===== src/rtl/mbsp_pkg.sv =====
// ----------------------------------------------------------------------------
// mbsp_pkg
// Shared types, constants and the status length table for the MIDI byte
// stream message parser.
// ----------------------------------------------------------------------------
package mbsp_pkg;

    localparam logic [7:0] STATUS_MASK    = 8'h80;
    localparam logic [7:0] ACTIVE_SENSING = 8'hFE;

    localparam logic [1:0] LEN_NONE  = 2'd0;
    localparam logic [1:0] LEN_ONE   = 2'd1;
    localparam logic [1:0] LEN_TWO   = 2'd2;
    localparam logic [1:0] LEN_THREE = 2'd3;

    typedef struct packed {
        logic [3:0] cable;
        logic [1:0] msg_len;
        logic [7:0] status_out;
        logic [7:0] data_first;
        logic [7:0] data_second;
        logic       forwarded;
        logic       activity;
    } msg_t;

    function automatic logic [1:0] table_length(input logic [7:0] st);
        logic [1:0] len;
        len = LEN_NONE;
        case (st[7:4])
            4'h8, 4'h9, 4'hA, 4'hB, 4'hE: len = LEN_THREE;
            4'hC, 4'hD:                   len = LEN_TWO;
            4'hF:
            begin
                case (st[3:0])
                    4'h1, 4'h3:                               len = LEN_TWO;
                    4'h2:                                     len = LEN_THREE;
                    4'h6, 4'h8, 4'hA, 4'hB, 4'hC, 4'hE, 4'hF: len = LEN_ONE;
                    default:                                  len = LEN_NONE;
                endcase
            end
            default: len = LEN_NONE;
        endcase
        return len;
    endfunction

endpackage


===== src/rtl/mbsp_if.sv =====
// ----------------------------------------------------------------------------
// mbsp_if
// Valid/ready channels: received byte stream and completed message stream.
// ----------------------------------------------------------------------------
interface mbsp_byte_if;
    logic       valid;
    logic       ready;
    logic [7:0] rx_byte;

    modport source (output valid, output rx_byte, input ready);
    modport sink   (input valid, input rx_byte, output ready);
endinterface

interface mbsp_msg_if;
    logic       valid;
    logic       ready;
    logic [3:0] cable;
    logic [1:0] msg_len;
    logic [7:0] status_out;
    logic [7:0] data_first;
    logic [7:0] data_second;
    logic       forwarded;
    logic       activity;

    modport source (output valid, output cable, output msg_len, output status_out,
                    output data_first, output data_second, output forwarded,
                    output activity, input ready);
    modport sink   (input valid, input cable, input msg_len, input status_out,
                    input data_first, input data_second, input forwarded,
                    input activity, output ready);
endinterface


===== src/rtl/mbsp_parser.sv =====
// ----------------------------------------------------------------------------
// mbsp_parser
// Input byte register, running status parse state and message assembly.
// ----------------------------------------------------------------------------
module mbsp_parser (
    input  logic                clk,
    input  logic                rst_n,
    mbsp_byte_if.sink           rx,
    input  logic [3:0]          cable_number,
    input  logic                out_free,
    output logic                load,
    output mbsp_pkg::msg_t      msg
);
    import mbsp_pkg::*;

    typedef enum logic [1:0] {
        PH_STATUS = 2'd0,
        PH_FIRST  = 2'd1,
        PH_SECOND = 2'd2
    } phase_t;

    phase_t     phase_reg, phase_next;
    logic [7:0] rs_reg, rs_next;
    logic [1:0] len_reg, len_next;
    logic [7:0] held_reg, held_next;
    logic       act_reg, act_next;
    logic       in_v_reg;
    logic [7:0] byte_reg;
    logic       done;
    logic       advance;
    logic       rx_fire;
    msg_t       m;

    always_comb
    begin
        phase_next = phase_reg;
        rs_next    = rs_reg;
        len_next   = len_reg;
        held_next  = held_reg;
        act_next   = act_reg;
        done       = 1'b0;
        m          = '0;
        case (phase_reg)
            PH_FIRST:
            begin
                held_next = byte_reg;
                if (len_reg == LEN_TWO)
                begin
                    done         = 1'b1;
                    m.msg_len    = LEN_TWO;
                    m.status_out = rs_reg;
                    m.data_first = byte_reg;
                end
                else
                begin
                    phase_next = PH_SECOND;
                end
            end
            PH_SECOND:
            begin
                done          = 1'b1;
                m.msg_len     = LEN_THREE;
                m.status_out  = rs_reg;
                m.data_first  = held_reg;
                m.data_second = byte_reg;
            end
            default:
            begin
                if ((byte_reg & STATUS_MASK) == 8'h00)
                begin
                    if (len_reg == LEN_TWO)
                    begin
                        done         = 1'b1;
                        m.msg_len    = LEN_TWO;
                        m.status_out = rs_reg;
                        m.data_first = byte_reg;
                    end
                    else
                    begin
                        held_next  = byte_reg;
                        phase_next = PH_SECOND;
                    end
                end
                else
                begin
                    rs_next  = byte_reg;
                    len_next = table_length(byte_reg);
                    if (len_next == LEN_ONE)
                    begin
                        done         = 1'b1;
                        m.msg_len    = LEN_ONE;
                        m.status_out = byte_reg;
                    end
                    else
                    begin
                        phase_next = PH_FIRST;
                    end
                end
            end
        endcase
        if (done)
        begin
            act_next   = ~act_reg;
            phase_next = PH_STATUS;
        end
        m.cable     = cable_number;
        m.forwarded = (m.status_out != ACTIVE_SENSING);
        m.activity  = act_next;
    end

    assign advance  = in_v_reg && (out_free || !done);
    assign rx.ready = !in_v_reg || advance;
    assign rx_fire  = rx.valid && rx.ready;
    assign load     = advance && done;
    assign msg      = m;

    always_ff @(posedge clk or negedge rst_n)
    begin
        if (!rst_n)
        begin
            phase_reg <= PH_STATUS;
            rs_reg    <= 8'h00;
            len_reg   <= LEN_NONE;
            held_reg  <= 8'h00;
            act_reg   <= 1'b1;
            in_v_reg  <= 1'b0;
        end
        else
        begin
            if (advance)
            begin
                phase_reg <= phase_next;
                rs_reg    <= rs_next;
                len_reg   <= len_next;
                held_reg  <= held_next;
                act_reg   <= act_next;
            end
            if (rx_fire)
                in_v_reg <= 1'b1;
            else if (advance)
                in_v_reg <= 1'b0;
        end
    end

    // hold the byte until it is consumed
    always_ff @(posedge clk)
    begin
        if (rx_fire)
            byte_reg <= rx.rx_byte;
    end

`ifndef NO_ASSERTIONS
    a_toggle: assert property (@(posedge clk) disable iff (!rst_n)
        load |=> act_reg != $past(act_reg))
        else $error("activity did not toggle on completion");
    a_first_len: assert property (@(posedge clk) disable iff (!rst_n)
        phase_reg == PH_FIRST |-> len_reg != LEN_ONE)
        else $error("data phase entered for one-byte status");
    a_hold: assert property (@(posedge clk) disable iff (!rst_n)
        in_v_reg && !advance |=> in_v_reg && $stable(byte_reg))
        else $error("pending byte lost");
    a_state_hold: assert property (@(posedge clk) disable iff (!rst_n)
        !advance |=> $stable(phase_reg) && $stable(act_reg))
        else $error("parse state moved without consuming a byte");
`endif

endmodule


===== src/rtl/mbsp_out_reg.sv =====
// ----------------------------------------------------------------------------
// mbsp_out_reg
// Result register driving the completed message channel.
// ----------------------------------------------------------------------------
module mbsp_out_reg (
    input  logic                clk,
    input  logic                rst_n,
    input  logic                load,
    input  mbsp_pkg::msg_t      msg,
    output logic                out_free,
    mbsp_msg_if.source          out
);
    import mbsp_pkg::*;

    logic v_reg;
    msg_t msg_reg;

    assign out_free = !v_reg || out.ready;

    always_ff @(posedge clk or negedge rst_n)
    begin
        if (!rst_n)
            v_reg <= 1'b0;
        else if (load)
            v_reg <= 1'b1;
        else if (out.ready)
            v_reg <= 1'b0;
    end

    always_ff @(posedge clk)
    begin
        if (load)
            msg_reg <= msg;
    end

    assign out.valid       = v_reg;
    assign out.cable       = msg_reg.cable;
    assign out.msg_len     = msg_reg.msg_len;
    assign out.status_out  = msg_reg.status_out;
    assign out.data_first  = msg_reg.data_first;
    assign out.data_second = msg_reg.data_second;
    assign out.forwarded   = msg_reg.forwarded;
    assign out.activity    = msg_reg.activity;

`ifndef NO_ASSERTIONS
    a_no_overwrite: assert property (@(posedge clk) disable iff (!rst_n)
        load |-> !v_reg || out.ready)
        else $error("pending transfer overwritten");
    a_fwd: assert property (@(posedge clk) disable iff (!rst_n)
        v_reg |-> msg_reg.forwarded == (msg_reg.status_out != ACTIVE_SENSING))
        else $error("forwarded flag mismatch");
    a_len: assert property (@(posedge clk) disable iff (!rst_n)
        v_reg |-> msg_reg.msg_len != LEN_NONE)
        else $error("empty message presented");
`endif

endmodule


===== src/rtl/midi_byte_stream_message_parser_core.sv =====
// The rx byte that completes a message is captured in the input byte register;
// the message then loads into the result register, when it is free, and is valid on msg.
// Throughput: one byte per cycle; while a message waits on msg, a byte that
// completes the next one holds in the input register and stalls rx.
// Reset: rst_n clears the parse state, running status, cable number and
// activity level (set to 1) at once; no clearing pass.
// ----------------------------------------------------------------------------
// midi_byte_stream_message_parser_core
// MIDI 1.0 byte stream parser with running status, top level.
// ----------------------------------------------------------------------------
module midi_byte_stream_message_parser_core (
    input  logic        clk,
    input  logic        rst_n,
    mbsp_byte_if.sink   rx,
    mbsp_msg_if.source  msg,
    input  logic        cfg_we,
    input  logic [3:0]  cfg_wdata
);
    import mbsp_pkg::*;

    logic [3:0] cable_reg;
    logic       out_free;
    logic       load;
    msg_t       result;

    always_ff @(posedge clk or negedge rst_n)
    begin
        if (!rst_n)
            cable_reg <= 4'h0;
        else if (cfg_we)
            cable_reg <= cfg_wdata;
    end

    mbsp_parser u_parser (
        .clk          (clk),
        .rst_n        (rst_n),
        .rx           (rx),
        .cable_number (cable_reg),
        .out_free     (out_free),
        .load         (load),
        .msg          (result)
    );

    mbsp_out_reg u_out_reg (
        .clk      (clk),
        .rst_n    (rst_n),
        .load     (load),
        .msg      (result),
        .out_free (out_free),
        .out      (msg)
    );

endmodule

===== src/flat_wrapper.sv =====
// flat-port wrapper written by rule: the top's interface ports become plain ports
module midi_byte_stream_message_parser_core_flat import mbsp_pkg::*;
  (clk, rst_n, cfg_we, cfg_wdata, rx_valid, rx_rx_byte, rx_ready, msg_valid, msg_cable, msg_msg_len, msg_status_out, msg_data_first, msg_data_second, msg_forwarded, msg_activity, msg_ready);
  mbsp_byte_if rx_i ();
  mbsp_msg_if msg_i ();
  input  logic clk;
  input  logic rst_n;
  input  logic cfg_we;
  input  logic [3:0] cfg_wdata;
  input wire logic [$bits(rx_i.valid)-1:0] rx_valid;
  input wire logic [$bits(rx_i.rx_byte)-1:0] rx_rx_byte;
  output wire logic [$bits(rx_i.ready)-1:0] rx_ready;
  output wire logic [$bits(msg_i.valid)-1:0] msg_valid;
  output wire logic [$bits(msg_i.cable)-1:0] msg_cable;
  output wire logic [$bits(msg_i.msg_len)-1:0] msg_msg_len;
  output wire logic [$bits(msg_i.status_out)-1:0] msg_status_out;
  output wire logic [$bits(msg_i.data_first)-1:0] msg_data_first;
  output wire logic [$bits(msg_i.data_second)-1:0] msg_data_second;
  output wire logic [$bits(msg_i.forwarded)-1:0] msg_forwarded;
  output wire logic [$bits(msg_i.activity)-1:0] msg_activity;
  input wire logic [$bits(msg_i.ready)-1:0] msg_ready;
  assign rx_i.valid = rx_valid;
  assign rx_i.rx_byte = rx_rx_byte;
  assign rx_ready = rx_i.ready;
  assign msg_valid = msg_i.valid;
  assign msg_cable = msg_i.cable;
  assign msg_msg_len = msg_i.msg_len;
  assign msg_status_out = msg_i.status_out;
  assign msg_data_first = msg_i.data_first;
  assign msg_data_second = msg_i.data_second;
  assign msg_forwarded = msg_i.forwarded;
  assign msg_activity = msg_i.activity;
  assign msg_i.ready = msg_ready;
  midi_byte_stream_message_parser_core u_core (.clk(clk), .rst_n(rst_n), .rx(rx_i), .msg(msg_i), .cfg_we(cfg_we), .cfg_wdata(cfg_wdata));
endmodule

===== config.mk =====
export PLATFORM = sky130hd
export DESIGN_NAME = midi_byte_stream_message_parser_core_flat
export DESIGN_NICKNAME = d
export VERILOG_FILES = /design/src/rtl/mbsp_pkg.sv /design/src/rtl/mbsp_if.sv /design/src/rtl/mbsp_parser.sv /design/src/rtl/mbsp_out_reg.sv /design/src/rtl/midi_byte_stream_message_parser_core.sv /design/src/flat_wrapper.sv
export SDC_FILE = /design/constraint.sdc
export NUM_CORES = 1
export LEC_CHECK = 0
export ABC_CLOCK_PERIOD_IN_PS = 3400
export BUFFER_PORTS_ARGS = -buffer_cell sky130_fd_sc_hd__buf_2
export CAP_MARGIN = 20
export CORE_MARGIN = 2
export CORE_UTILIZATION = 35
export CTS_CLUSTER_DIAMETER = 150
export DETAILED_ROUTE_END_ITERATION = 12
export PLACE_DENSITY = 0.6
export SYNTH_ARGS = -nofsm -noshare
export SYNTH_HDL_FRONTEND = slang
export SYNTH_SLANG_ARGS = --single-unit

===== constraint.sdc =====
create_clock -name clk -period 3.4 [get_ports clk]
set_clock_uncertainty 0.05 [all_clocks]
set_input_delay 0 -clock clk [delete_from_list [all_inputs] [get_ports clk]]
set_output_delay 0 -clock clk [all_outputs]
set_load 0.01 [all_outputs]

# After elaboration in Yosys (flattened, before gate mapping)
# Memory sizes are Yosys's and may differ from the RTL's. A register that Yosys moved wholly into a read port is not among the register bits.
# Index checks and enable logic that the tools add are counted.
dict set report classes {
  muxes 26
  reduce_logical 19
  eq_ne 16
  bitwise_logic 4
}
# operator count
set ops {}
lappend ops {{18-bit one-hot mux with 2 select lines} 1}
lappend ops {{4-bit == test, second input constant} 8}
lappend ops {{8-bit 2-to-1 mux} 3}
lappend ops {{18-bit 2-to-1 mux} 1}
lappend ops {{8-bit one-hot mux with 2 select lines} 1}
lappend ops {{2-bit 2-to-1 mux} 6}
lappend ops {{10-bit 2-to-1 mux} 1}
lappend ops {{9-bit 2-to-1 mux} 1}
lappend ops {{8-bit logical NOT} 1}
lappend ops {{1-bit 2-to-1 mux} 8}
lappend ops {{8-bit != test, second input constant} 1}
lappend ops {{2-bit one-hot mux with 3 select lines} 1}
lappend ops {{3-bit AND reduction} 2}
lappend ops {{2-bit nonzero test} 3}
lappend ops {{5-bit OR reduction} 1}
lappend ops {{2-bit by 1-bit == test with 1-bit output, second input constant} 2}
lappend ops {{2-bit == test, second input constant} 2}
lappend ops {{4-bit 2-to-1 mux} 1}
lappend ops {{4-bit by 3-bit != test with 1-bit output, second input constant} 1}
lappend ops {{1-bit inverter} 4}
lappend ops {{2-bit one-hot mux with 2 select lines} 1}
lappend ops {{4-bit AND reduction} 1}
lappend ops {{2-bit OR reduction} 2}
lappend ops {{1-bit logical AND} 3}
lappend ops {{5 further kinds} 9}
dict set report totals {
  mem_count 1
  register_bits 67
  inputBits 17
  mem_bits_ro 32
}
# name depth width read_ports rd_clocked_by_memory_dff write_ports line_no
set mem_list {}
lappend mem_list {{(no name shown)} 16 2 1 1 0 mbsp_pkg.sv:34} ;# case (st[3:0])

# Longest topological paths before layout
# Gate-level depths: netlist (run 1).
dict set report logic_depth {
  ltp_word 15
  ltp_mapped 9
  mapped_depth_nobuf 7
}

# Cells and area by module
# From an unflattened synthesis (run 1), not the netlist that was laid out.
dict set report unflattened {
  hier_cells 202
  area_unflattened_um2 2957.8
}
# module seq_area_each_um2 cells_each area_per_inst_um2 instances
set by_module_without_submodules {}
lappend by_module_without_submodules {mbsp_parser 832.0 159 1804.2 1}
lappend by_module_without_submodules {mbsp_out_reg 985.9 35 1008.5 1}
lappend by_module_without_submodules {midi_byte_stream_message_parser_core 100.1 8 145.1 1}

# Least setup slack after synthesis (run 1)
# Ideal clock, no wire load.
dict set report synth_path {
  path_type {reg-to-reg}
  start {reg u_core.u_parser.phase_reg[1]}
  end {reg u_core.u_out_reg.msg_reg (netlist bit u_core.u_out_reg.out.activity) (enable)}
  stages_incl_launch_ff 7
  path_buffers 0
  setup_slack_ns 0.801
  setup_time_ns 0.394
  arrival_ns 2.155
  path_cell_list {dfrtp_1 inv_1 ha_1 and3b_1 nor3_4 nor2_1 and3_1}
}
dict set report synth_between {
  elab_chain_cells 6
  word_cells_on_any_way 7
}
# element line_no
set synth_lines {}
lappend synth_lines {{from (decl)} mbsp_parser.sv:22} ;# phase_t phase_reg, phase_next;
lappend synth_lines {{from (signal assigned)} mbsp_parser.sv:132} ;# phase_reg <= phase_next;
lappend synth_lines {{2-bit == test / 2-bit by 1-bit == test with 1-bit output (equally long branches)} mbsp_parser.sv:43} ;# case (phase_reg)
lappend synth_lines {{1-bit one-hot mux with 2 select lines (*)} mbsp_parser.sv:43}
lappend synth_lines {{1-bit logical NOT} mbsp_parser.sv:111} ;# assign advance = in_v_reg && (out_free || !done);
lappend synth_lines {{1-bit logical OR} mbsp_parser.sv:111}
lappend synth_lines {{1-bit logical AND} mbsp_parser.sv:111}
lappend synth_lines {{1-bit logical AND (*)} mbsp_parser.sv:114} ;# assign load = advance && done;
lappend synth_lines {{via u_core.load} midi_byte_stream_message_parser_core.sv:23} ;# logic load;
lappend synth_lines {{to (signal assigned)} mbsp_out_reg.sv:33} ;# msg_reg <= msg;
lappend synth_lines {{to (decl)} mbsp_out_reg.sv:16} ;# msg_t msg_reg;
# The timed path passes the listed nets; every way through them passes the cells marked *.
# A chain may end at the register's enable or synchronous reset.

==> results of run 1 <==
-- metal layers --
layer | track usage (%) | share of wire [%] | wire (µm)
met1 | 18.2 | 47 | 2690
met2 | 20.6 | 46 | 2690
met3 | 3.79 | 4.9 | 286
met4 | 6.88 | 2.0 | 114
met5 | 0 | 0 | 0
-- where the power goes --
part           switching [mW]  leakage [nW]  internal, mW
clock network           0.307         0.102         0.413
logic                   0.704         0.684         0.563
registers               0.159         0.705          1.31
total                    1.17          1.49          2.29
-- cell type report --
class | count | area, µm²
tap | 105 | 131
inverter | 5 | 18.8
fill | 726 | 4460
timing repair buffer | 70 | 458
clock inverter | 6 | 88.8
multi-input combinational | 126 | 935
clock buffer | 10 | 128
sequential | 69 | 1920
-- worst register-to-register path, cell delays in order, from the launching register on --
cell and delay (ns):
dfrtp_1 0.39, inv_1 0.08, ha_1 0.48, nor3_4 0.34
nor3_2 0.13, a21boi_1 0.76, mux2_2 0.41
-- path summary, 6_finish.rpt --
kind                       slack (ns)                         start  cells past startpoint                            end
setup / recovery                 0.66  u_core.u_parser.phase_reg[0]                      6                           flop
hold / removal                   0.02                     msg_ready                      3     u_core.u_out_reg.out.valid
setup reg to reg                 0.66  u_core.u_parser.phase_reg[0]                      6                           flop
hold reg to reg                  0.40           u_core.cable_reg[0]                      0  u_core.u_out_reg.out.cable[0]
max in group asynchronous        2.73                         rst_n                      2      u_core.u_parser.rs_reg[1]
min in group asynchronous        0.16                         rst_n                      2    u_core.u_parser.held_reg[7]
-- per-stage QoR --
stage / worst slack, ns / hold WS [ns]
6_report: 0.657 / 0.0168
3_5_place_dp: 0.637 / 0.00543
5_1_grt: 0.471 / 0.0154
2_1_floorplan: 0.801 / -0.346
4_1_cts: 0.608 / 0.00564
3_3_place_gp: 0.711 / 0.00377
-- cells in the final DEF (no fill, tap or decap), types with 4 or more instances in the layout --
cell,instances
dlygate4sd3_1,18
edfxtp_1,40
and2_1,6
buf_2,50
a22o_1,7
inv_1,5
nor2b_1,4
o21ai_0,6
a22oi_1,4
nor2_1,17
a21oi_1,5
mux2_2,20
clkbuf_8,9
nand2_1,8
dfrtp_1,26
-- logic make-up (layout without fill, tap and decap cells) --
| group | count (synthesis) | after routing |
|---|---|---|
| muxes | 22 | 22 |
| xor gates and xnor gates | 2 | 2 |
| adders and majority gates | 3 | 3 |
| buffers and inverters | 11 | 91 |
| AOI/OAI and AO/OA | 42 | 42 |
| and+or+nand+nor | 57 | 57 |
| DFF | 69 | 69 |
==> flow_summary_export.csv, run 1 <==
group,metric,value,unit
floorplan,die-area,9050,µm²
placement,port_buffers,50,
global_route,antenna_found_initial,0,
finish,num-nets-final,300,
setup_path,critical_path_class,"flop to flop",
global_route,overflow,0,
logic_synthesis,synth_warnings,0,
clock_tree,clock_path_buffers,2,
finish,finish.utilization,45.2,%
logic_synthesis,synth_area,2910,µm²
setup_path,path_max_fanout,13,
routing,wl_per_cell,14.8,µm
logic_synthesis,syn_inst,206,
routing,vias,1910,
routing,drtIter0Drc,115,
timing,fin_crit,2.74,ns
floorplan,initial_core_util,35.7,%
clock_tree,htreeDepth,3,
clock_tree,cts-root-buf,"clkbuf_8",
routing,drc_errors,0,
clock_tree,clock_latency,0.35,ns
floorplan,num_rows,33,
logic_synthesis,yosys_most_used_dff,"edfxtp_1",
pwr,peakVddDrop,306,µV
setup_path,critPathBufInv,1,
global_route,grt_usage,13.7,%
logic_synthesis,ys_ff_latch,69,
timing,drv_slew,0,
logic_synthesis,syn-num-nets,225,
logic_synthesis,muxShareOfSynthArea,8.43,%
setup_path,critical_path_arrival,2.93,ns
logic_synthesis,avgSynthCellArea,14.1,µm²
logic_synthesis,synth-edff-count,40,
clock_tree,hold_buffers,18,
setup_path,critPathTopFamily,"compound AO/OA/AOI/OAI gates",
logic_synthesis,ys_seq_area_share,66.0,%
clock_tree,postCtsSetupBuffers,0,
timing,rsz0062_at_grt,"false",
logic_synthesis,yosys.area.top_type_share,41.3,%
clock_tree,cts_tree,"built",
clock_tree,numCtsBuffers,9,
logic_synthesis,synth_compound_area_share,10.6,%
logic_synthesis,synthAdderAreaFrac,1.20,%
setup_path,cp.required,3.58,ns
setup_path,crit_slowest_cell,"a21boi_1",
floorplan,fp.dieW,95.2,µm
timing,hold_viol,0,
setup_path,start_kind,"flop",
finish,diodes,0,
placement,placed_area,3280,µm²
floorplan,ios,51,
logic_synthesis,synth_largest_area_cell,"edfxtp_1",
logic_synthesis,synth_most_common_cell,"edfxtp_1",
logic_synthesis,synthSimpleGateAreaFrac,11.3,%
global_route,grt_first_pass_wirelength,9.02,mm
flow_run,cap_violations,0,
timing,worst_slew_pin_slew,0.932,ns
pwr,total_power,3.46,mW
timing,tns,0,ns
logic_synthesis,synth_cell_types,52,
finish,fin_cells,391,
logic_synthesis,ys_top_cells_by_count,"edfxtp_1, dfrtp_1, mux2_2",
timing,fin_crit_sh,80.7,%
timing,maxSlewHeadroom,37.7,%
floorplan,core-area,8130,µm²
floorplan,die_h,95.2,µm
placement,dpl.hpwl,3.89,mm
timing,max_freq,365,MHz
placement,place_inst,357,
finish,drive_above_1_share,35.7,%
setup_path,crit_chain,"inv_1, ha_1, nor3_4, nor3_2, a21boi_1, mux2_2",
routing,via_per_inst,4.88,
logic_synthesis,synth_top_family_by_area,"simple AND/OR/NAND/NOR gates",
setup_path,cp_slowest_stage_delay,0.76,ns
clock_tree,cts.sinks,69,
setup_path,end_kind,"flop",
pwr,p_leak,1.49,nW
clock_tree,clkSlewWorstSetupHoldPaths,0.07,ns
routing,drt_pass1_iterations,4,
timing,setup_viol,0,
pwr,p_per_area,940,nW/µm²
clock_tree,cts_resized,0,
placement,gp_congestion,0.813,
routing,ant_nets,0,
routing,drt-total-wl,5.78,mm
global_route,grt_pass1_vias,1809,
global_route,grt_start_max_net_pins,31,
outcome,outcome,"finished clean",
logic_synthesis,synth-async-reset-ratio,39.1,%
logic_synthesis,synthTopCellsByArea,"edfxtp_1, dfrtp_1, mux2_2",
logic_synthesis,synthXorXnorAreaFrac,0.602,%
finish,fin_area,3680,µm²
min_path,min_path_type,"input pin to flop",
finish,syn2layout_area_growth,26.5,%
Note: power is estimated with default switching activity, not from simulation.
==> inputs of run 2 (changes only) <==
--- a/config.mk
+++ b/config.mk
@@ -5,14 +5,14 @@
 export SDC_FILE = /design/constraint.sdc
 export NUM_CORES = 1
 export LEC_CHECK = 0
-export ABC_CLOCK_PERIOD_IN_PS = 3400
+export ABC_CLOCK_PERIOD_IN_PS = 2200
 export BUFFER_PORTS_ARGS = -buffer_cell sky130_fd_sc_hd__buf_2
 export CAP_MARGIN = 20
 export CORE_MARGIN = 2
 export CORE_UTILIZATION = 35
 export CTS_CLUSTER_DIAMETER = 150
 export DETAILED_ROUTE_END_ITERATION = 12
-export PLACE_DENSITY = 0.6
+export PLACE_DENSITY = 0.62
 export SYNTH_ARGS = -nofsm -noshare
 export SYNTH_HDL_FRONTEND = slang
 export SYNTH_SLANG_ARGS = --single-unit
==> constraint.sdc (replaced) <==
create_clock -name clk -period 2.2 [get_ports clk]
set_clock_uncertainty 0.05 [all_clocks]
set_input_delay 0 -clock clk [delete_from_list [all_inputs] [get_ports clk]]
set_output_delay 0 -clock clk [all_outputs]
set_load 0.01 [all_outputs]
==> run 2 against run 1 <==
- die area unchanged
- sequential cell count unchanged
- count of clock-buffer cells in the layout decreased by 1
- worst hold slack improved by 0.13 ns
- critical path depth unchanged
- largest power group is now combinational logic
- highest routed layer unchanged
==> flow_summary_export.csv, run 2 (synthesis gave the netlist of run 1 again) <==
group,metric,value,unit
routing,wl_per_cell,14.7,µm
routing,drt-total-wl,6.12,mm
pwr,p_per_area,1490,nW/µm²
finish,regArea,1920,µm²
timing,tns,0,ns
timing,fin_crit,2.11,ns
clock_tree,cts.sinks,69,
clock_tree,cts_tree,"built",
finish,fin_area,3930,µm²
placement,dp_slack,-0.00700,ns
floorplan,die_h,95.2,µm
finish,fillers,755,
timing,worst_slack,0.0930,ns
floorplan,fp.dieW,95.2,µm
placement,dpl.hpwl,4.29,mm
finish,multi_input_area,968,µm²
floorplan,initial_core_util,35.7,%
finish,diodes,0,
outcome,outcome,"finished clean",
routing,drtIter0Drc,95,
pwr,seqPwrFrac,39.1,%
global_route,overflow,0,
placement,gp_congestion,0.851,
placement,place_inst,378,
timing,whs,0.151,ns
setup_path,start_kind,"flop",
pwr,p_comb_share,40.9,%
setup_path,end_kind,"flop",
clock_tree,clock_path_buffers,2,
timing,max_freq,475,MHz
finish,fin_cells,416,
floorplan,core-area,8130,µm²
finish,finish.utilization,48.3,%
setup_path,critical_path_class,"flop to flop",
floorplan,die-area,9050,µm²
routing,drc_errors,0,
placement,placed_area,3460,µm²
clock_tree,numCtsBuffers,9,
min_path,min_path_type,"input pin to asynchronous set/reset pin",
global_route,grt_start_max_net_pins,28,
pwr,peakVddDrop,424,µV
finish,mostFrequentLayoutCells,"buf_2, edfxtp_1, dfrtp_1",
clock_tree,clkSlewWorstSetupHoldPaths,0.08,ns
timing,worst_slew_pin_slew,0.624,ns
setup_path,critical_path_arrival,2.13,ns
pwr,p_int,3.88,mW
floorplan,ios,51,
timing,hold_viol,0,
routing,drt_pass1_iterations,4,
global_route,grt_usage,14.2,%
pwr,p_leak,1.63,nW
timing,fin_crit_sh,95.8,%
global_route,grt_pass1_vias,1934,
clock_tree,clock_latency,0.35,ns
clock_tree,htreeDepth,3,
routing,ant_nets,0,
pwr,clockPowerShare,19.9,%
flow_run,cap_violations,0,
finish,drive_above_1_share,43.1,%
routing,via_per_inst,4.74,
pwr,total_power,5.83,mW
pwr,switching_share,33.5,%
placement,port_buffers,50,
finish,final_common_cell,"buf_2",
setup_path,path_max_fanout,4,
global_route,antenna_found_initial,0,
clock_tree,cts-root-buf,"clkbuf_8",
finish,syn2layout_area_growth,35.0,%
timing,setup_viol,0,
timing,drv_slew,0,
floorplan,num_rows,33,
finish,num-nets-final,325,
timing,maxSlewHeadroom,58.4,%
pwr,p_sw,1.95,mW
routing,vias,1973,
setup_path,cp.required,2.23,ns
global_route,grt_first_pass_wirelength,9.44,mm
## run 2: metal layers
layer	part of all wire (%)	GRT usage, %	vias to the layer above
met5	0	0	-
met4	1.9	7.97	0
met3	5.7	3.32	8
met2	47	21.0	51
met1	46	19.3	942
li1	-	-	972
## run 2: area by class of cell
| class | instances | share of cell area, % |
|---|---|---|
| timing repair buffer | 95 | 16.8 |
| sequential | 69 | 48.9 |
| clock inverter | 7 | 2.61 |
| inverter | 5 | 0.478 |
| clock buffer | 9 | 3.16 |
| multi-input combinational | 126 | 24.7 |
| tap | 105 | 3.35 |
## run 2: critical path, cell delays in order (launching register included)
cell     delay [ns]
dfrtp_2        0.42
inv_1          0.08
ha_2           0.18
and3b_2        0.24
nor3_4         0.30
nor2_2         0.08
or4_1          0.51
## run 2: worst paths after layout
path / depth (start not counted) / endpoint / slack [ns] / from
max: 6 / u_core.u_out_reg.out.forwarded / 0.09 / u_core.u_parser.phase_reg[1]
min: 2 / u_core.u_parser.phase_reg[0] / 0.15 / rst_n
min in group clk: 2 / u_core.u_parser.byte_reg[5] / 0.31 / rx_rx_byte[5]
max in group asynchronous: 2 / u_core.u_parser.phase_reg[1] / 1.50 / rst_n
min reg2reg: 0 / u_core.u_out_reg.out.cable[0] / 0.40 / u_core.cable_reg[0]
max reg2reg: 6 / u_core.u_out_reg.out.forwarded / 0.09 / u_core.u_parser.phase_reg[1]
## run 2: repair_timing
action,CTS,global route
hold buffers,19,0
buffers inserted,0,3
hold endpoints to repair,42,0
resized for setup,1,6
endpoints found under the setup margin,17,20
pin swaps,0,4
## run 2: power by group through the flow
stage / Clock, mW / Combinational [mW] / Sequential, mW
CTS: 1.20 / 2.30 / 2.28
detailed placement: 0 / 2.24 / 2.31
floorplan: 0 / 1.25 / 2.39
global placement: 0 / 2.23 / 2.29
global route: 1.24 / 2.64 / 2.33
finish: 1.16 / 2.39 / 2.28
==> inputs of run 3 (changes only) <==
==> constraint.sdc (replaced) <==
create_clock -name clk -period 2.2 [get_ports clk]
set_clock_uncertainty 0.05 [all_clocks]
set_input_delay 0.44 -clock clk [delete_from_list [all_inputs] [get_ports clk]]
set_output_delay 0.44 -clock clk [all_outputs]
set_load 0.01 [all_outputs]
==> run 3 against run 2 <==
- global-route usage grew 0.63 points
- combinational power grew 5%
- non-clock buffer count is 11 lower
- setup slack lost 0.16 ns
- clock power decreased by 9%
- die area did not move
- largest cell class unchanged
- register-to-register slack got worse by 0.16 ns
- sequential cell count unchanged
- sequential power is essentially flat
- worst hold slack lost 0.086 ns
- maximum frequency fell by 7.2%
- the run now ends with negative setup slack left
==> flow_summary_export.csv, run 3 (synthesis gave the netlist of run 1 again) <==
group,metric,value,unit
outcome,outcome,"finished, violations left",
outcome,violations,"negative setup slack",
timing,max_freq,440,MHz
clock_tree,clock_latency,0.35,ns
finish,syn2layout_area_growth,30.4,%
setup_path,critPathBufInv,1,
timing,rsz0062_at_grt,"true",
timing,fin_crit_sh,103,%
global_route,grt_start_max_net_pins,31,
routing,drt_pass1_iterations,4,
pwr,total_power,5.85,mW
setup_path,start_kind,"flop",
finish,num-nets-final,314,
setup_path,startpoint,"u_core.u_parser.byte_reg[7]",
global_route,grtUsageMet1,19.9,%
setup_path,path_max_fanout,7,
timing,maxSlewHeadroom,56.7,%
floorplan,ios,51,
placement,gp_congestion,0.844,
finish,mostFrequentLayoutCells,"buf_2, edfxtp_1, buf_4",
setup_path,end_kind,"flop",
global_route,met2_usage,22.7,%
setup_path,critical_path_arrival,2.30,ns
routing,drc_errors,0,
floorplan,die_h,95.2,µm
routing,via_per_inst,4.94,
placement,port_buffers,50,
floorplan,core-area,8130,µm²
timing,worst_slack,-0.0710,ns
clock_tree,cts-root-buf,"clkbuf_8",
global_route,antenna_found_initial,0,
global_route,grt_first_pass_wirelength,9.90,mm
pwr,p_per_area,1540,nW/µm²
placement,dpl.hpwl,4.30,mm
flow_run,cap_violations,0,
timing,drv_slew,0,
timing,setup_viol,2,
timing,hold_viol,0,
clock_tree,clkSlewWorstSetupHoldPaths,0.09,ns
routing,wl_per_cell,15.4,µm
floorplan,initial_core_util,35.7,%
pwr,peakVddDrop,418,µV
setup_path,crit_slowest_cell,"or4_4",
timing,tns,-0.104,ns
global_route,busiest_layer,"met2",
setup_path,critPathTopFamily,"simple AND/OR/NAND/NOR gates",
global_route,overflow,0,
pwr,p_leak,1.58,nW
timing,fin_crit,2.27,ns
clock_tree,htreeDepth,3,
global_route,groute.layer.met3.usage,3.64,%
clock_tree,clock_path_buffers,2,
setup_path,cp.required,2.23,ns
finish,final_common_cell,"buf_2",
setup_path,cp_slowest_stage_delay,0.53,ns
setup_path,critical_path_class,"flop to flop",
routing,vias,2002,
global_route,grt_pass1_vias,1952,
timing,whs,0.0652,ns
finish,diodes,0,
min_path,min_path_type,"input pin to asynchronous set/reset pin",
finish,drive_above_1_share,48.3,%
setup_path,crit_chain,"buf_4, nor3b_1, a32oi_1, mux2i_1, nand3_1, or4_4",
setup_path,reg2reg_from,"u_core.u_parser.byte_reg[7]",
floorplan,fp.dieW,95.2,µm
clock_tree,hold_buffers,0,
floorplan,num_rows,33,
clock_tree,numCtsBuffers,9,
floorplan,die-area,9050,µm²
global_route,grt_usage,14.8,%
routing,drtIter0Drc,152,
timing,worst_slew_pin_slew,0.649,ns
clock_tree,cts_tree,"built",
clock_tree,cts.sinks,69,
routing,drt-total-wl,6.23,mm
placement,dp_slack,-0.0184,ns
routing,ant_nets,0,
-- run 3: cell types whose count changed in the layout (fill, tap and decap cells not counted), moves of 2 or more --
cell | before | now
buf_6 | 0 | 2
inv_2 | 0 | 2
buf_4 | 24 | 29
inv_1 | 5 | 3
dlygate4sd3_1 | 19 | 0
-- run 3: layout make-up --
cell class / instances / area [µm²]
Clock buffer: 9 / 124
Clock inverter: 7 / 80.1
Fill cell: 754 / 4340
Inverter: 5 / 18.8
Multi-Input combinational cell: 126 / 983
Sequential cell: 69 / 1920
Tap cell: 105 / 131
Timing Repair Buffer: 84 / 536
-- run 3: worst reg2reg max path, stage by stage, from the launching register on --
cell and delay (ns):
edfxtp_1 0.47, buf_4 0.20, nor3b_1 0.32, a32oi_1 0.10, mux2i_1 0.23, nand3_1 0.11
or4_4 0.53
-- run 3: worst paths after layout --
check	depth (start not counted)	slack [ns]	end
hold reg to reg	0	0.40	u_core.u_out_reg.out.cable[3]
min in group clk	1	0.21	u_core.u_parser.byte_reg[6]
setup / recovery	6	-0.07	u_core.u_out_reg.out.forwarded
hold / removal	1	0.07	u_core.cable_reg[1]
setup reg to reg	6	-0.07	u_core.u_out_reg.out.forwarded
max in group asynchronous	1	1.58	u_core.u_parser.phase_reg[1]
-- run 3: metrics by stage --
stage	cells	cell area [µm²]	utilization, %
global placement	379	3470	42.6
detailed placement	379	3470	42.6
floorplan	206	2920	-
global route	405	3790	46.6
CTS	400	3730	45.9
finish	405	3790	46.6
-- run 3: metal layers --
| metal | vias up | wire (µm) |
|---|---|---|
| met3 | 9 | 332 |
| li1 | 955 | - |
| met2 | 54 | 2970 |
| met5 | - | 0 |
| met4 | 0 | 121 |
| met1 | 984 | 2800 |
-- run 3: report_power, final --
group          internal (mW)  leakage, nW  total (mW)  switching, mW
clock network          0.537       0.0968        1.06          0.523
registers               2.03        0.704        2.28          0.250
logic                   1.26        0.774        2.51           1.26
total                   3.82         1.58        5.85           2.03
-- run 3: what timing repair did --
action                                  in CTS  in global routing
pin swaps                                    3                  7
gates cloned                                 0                  0
buffers inserted                             5                  5
resized for setup                            7                  8
endpoints found under the setup margin       9                 47
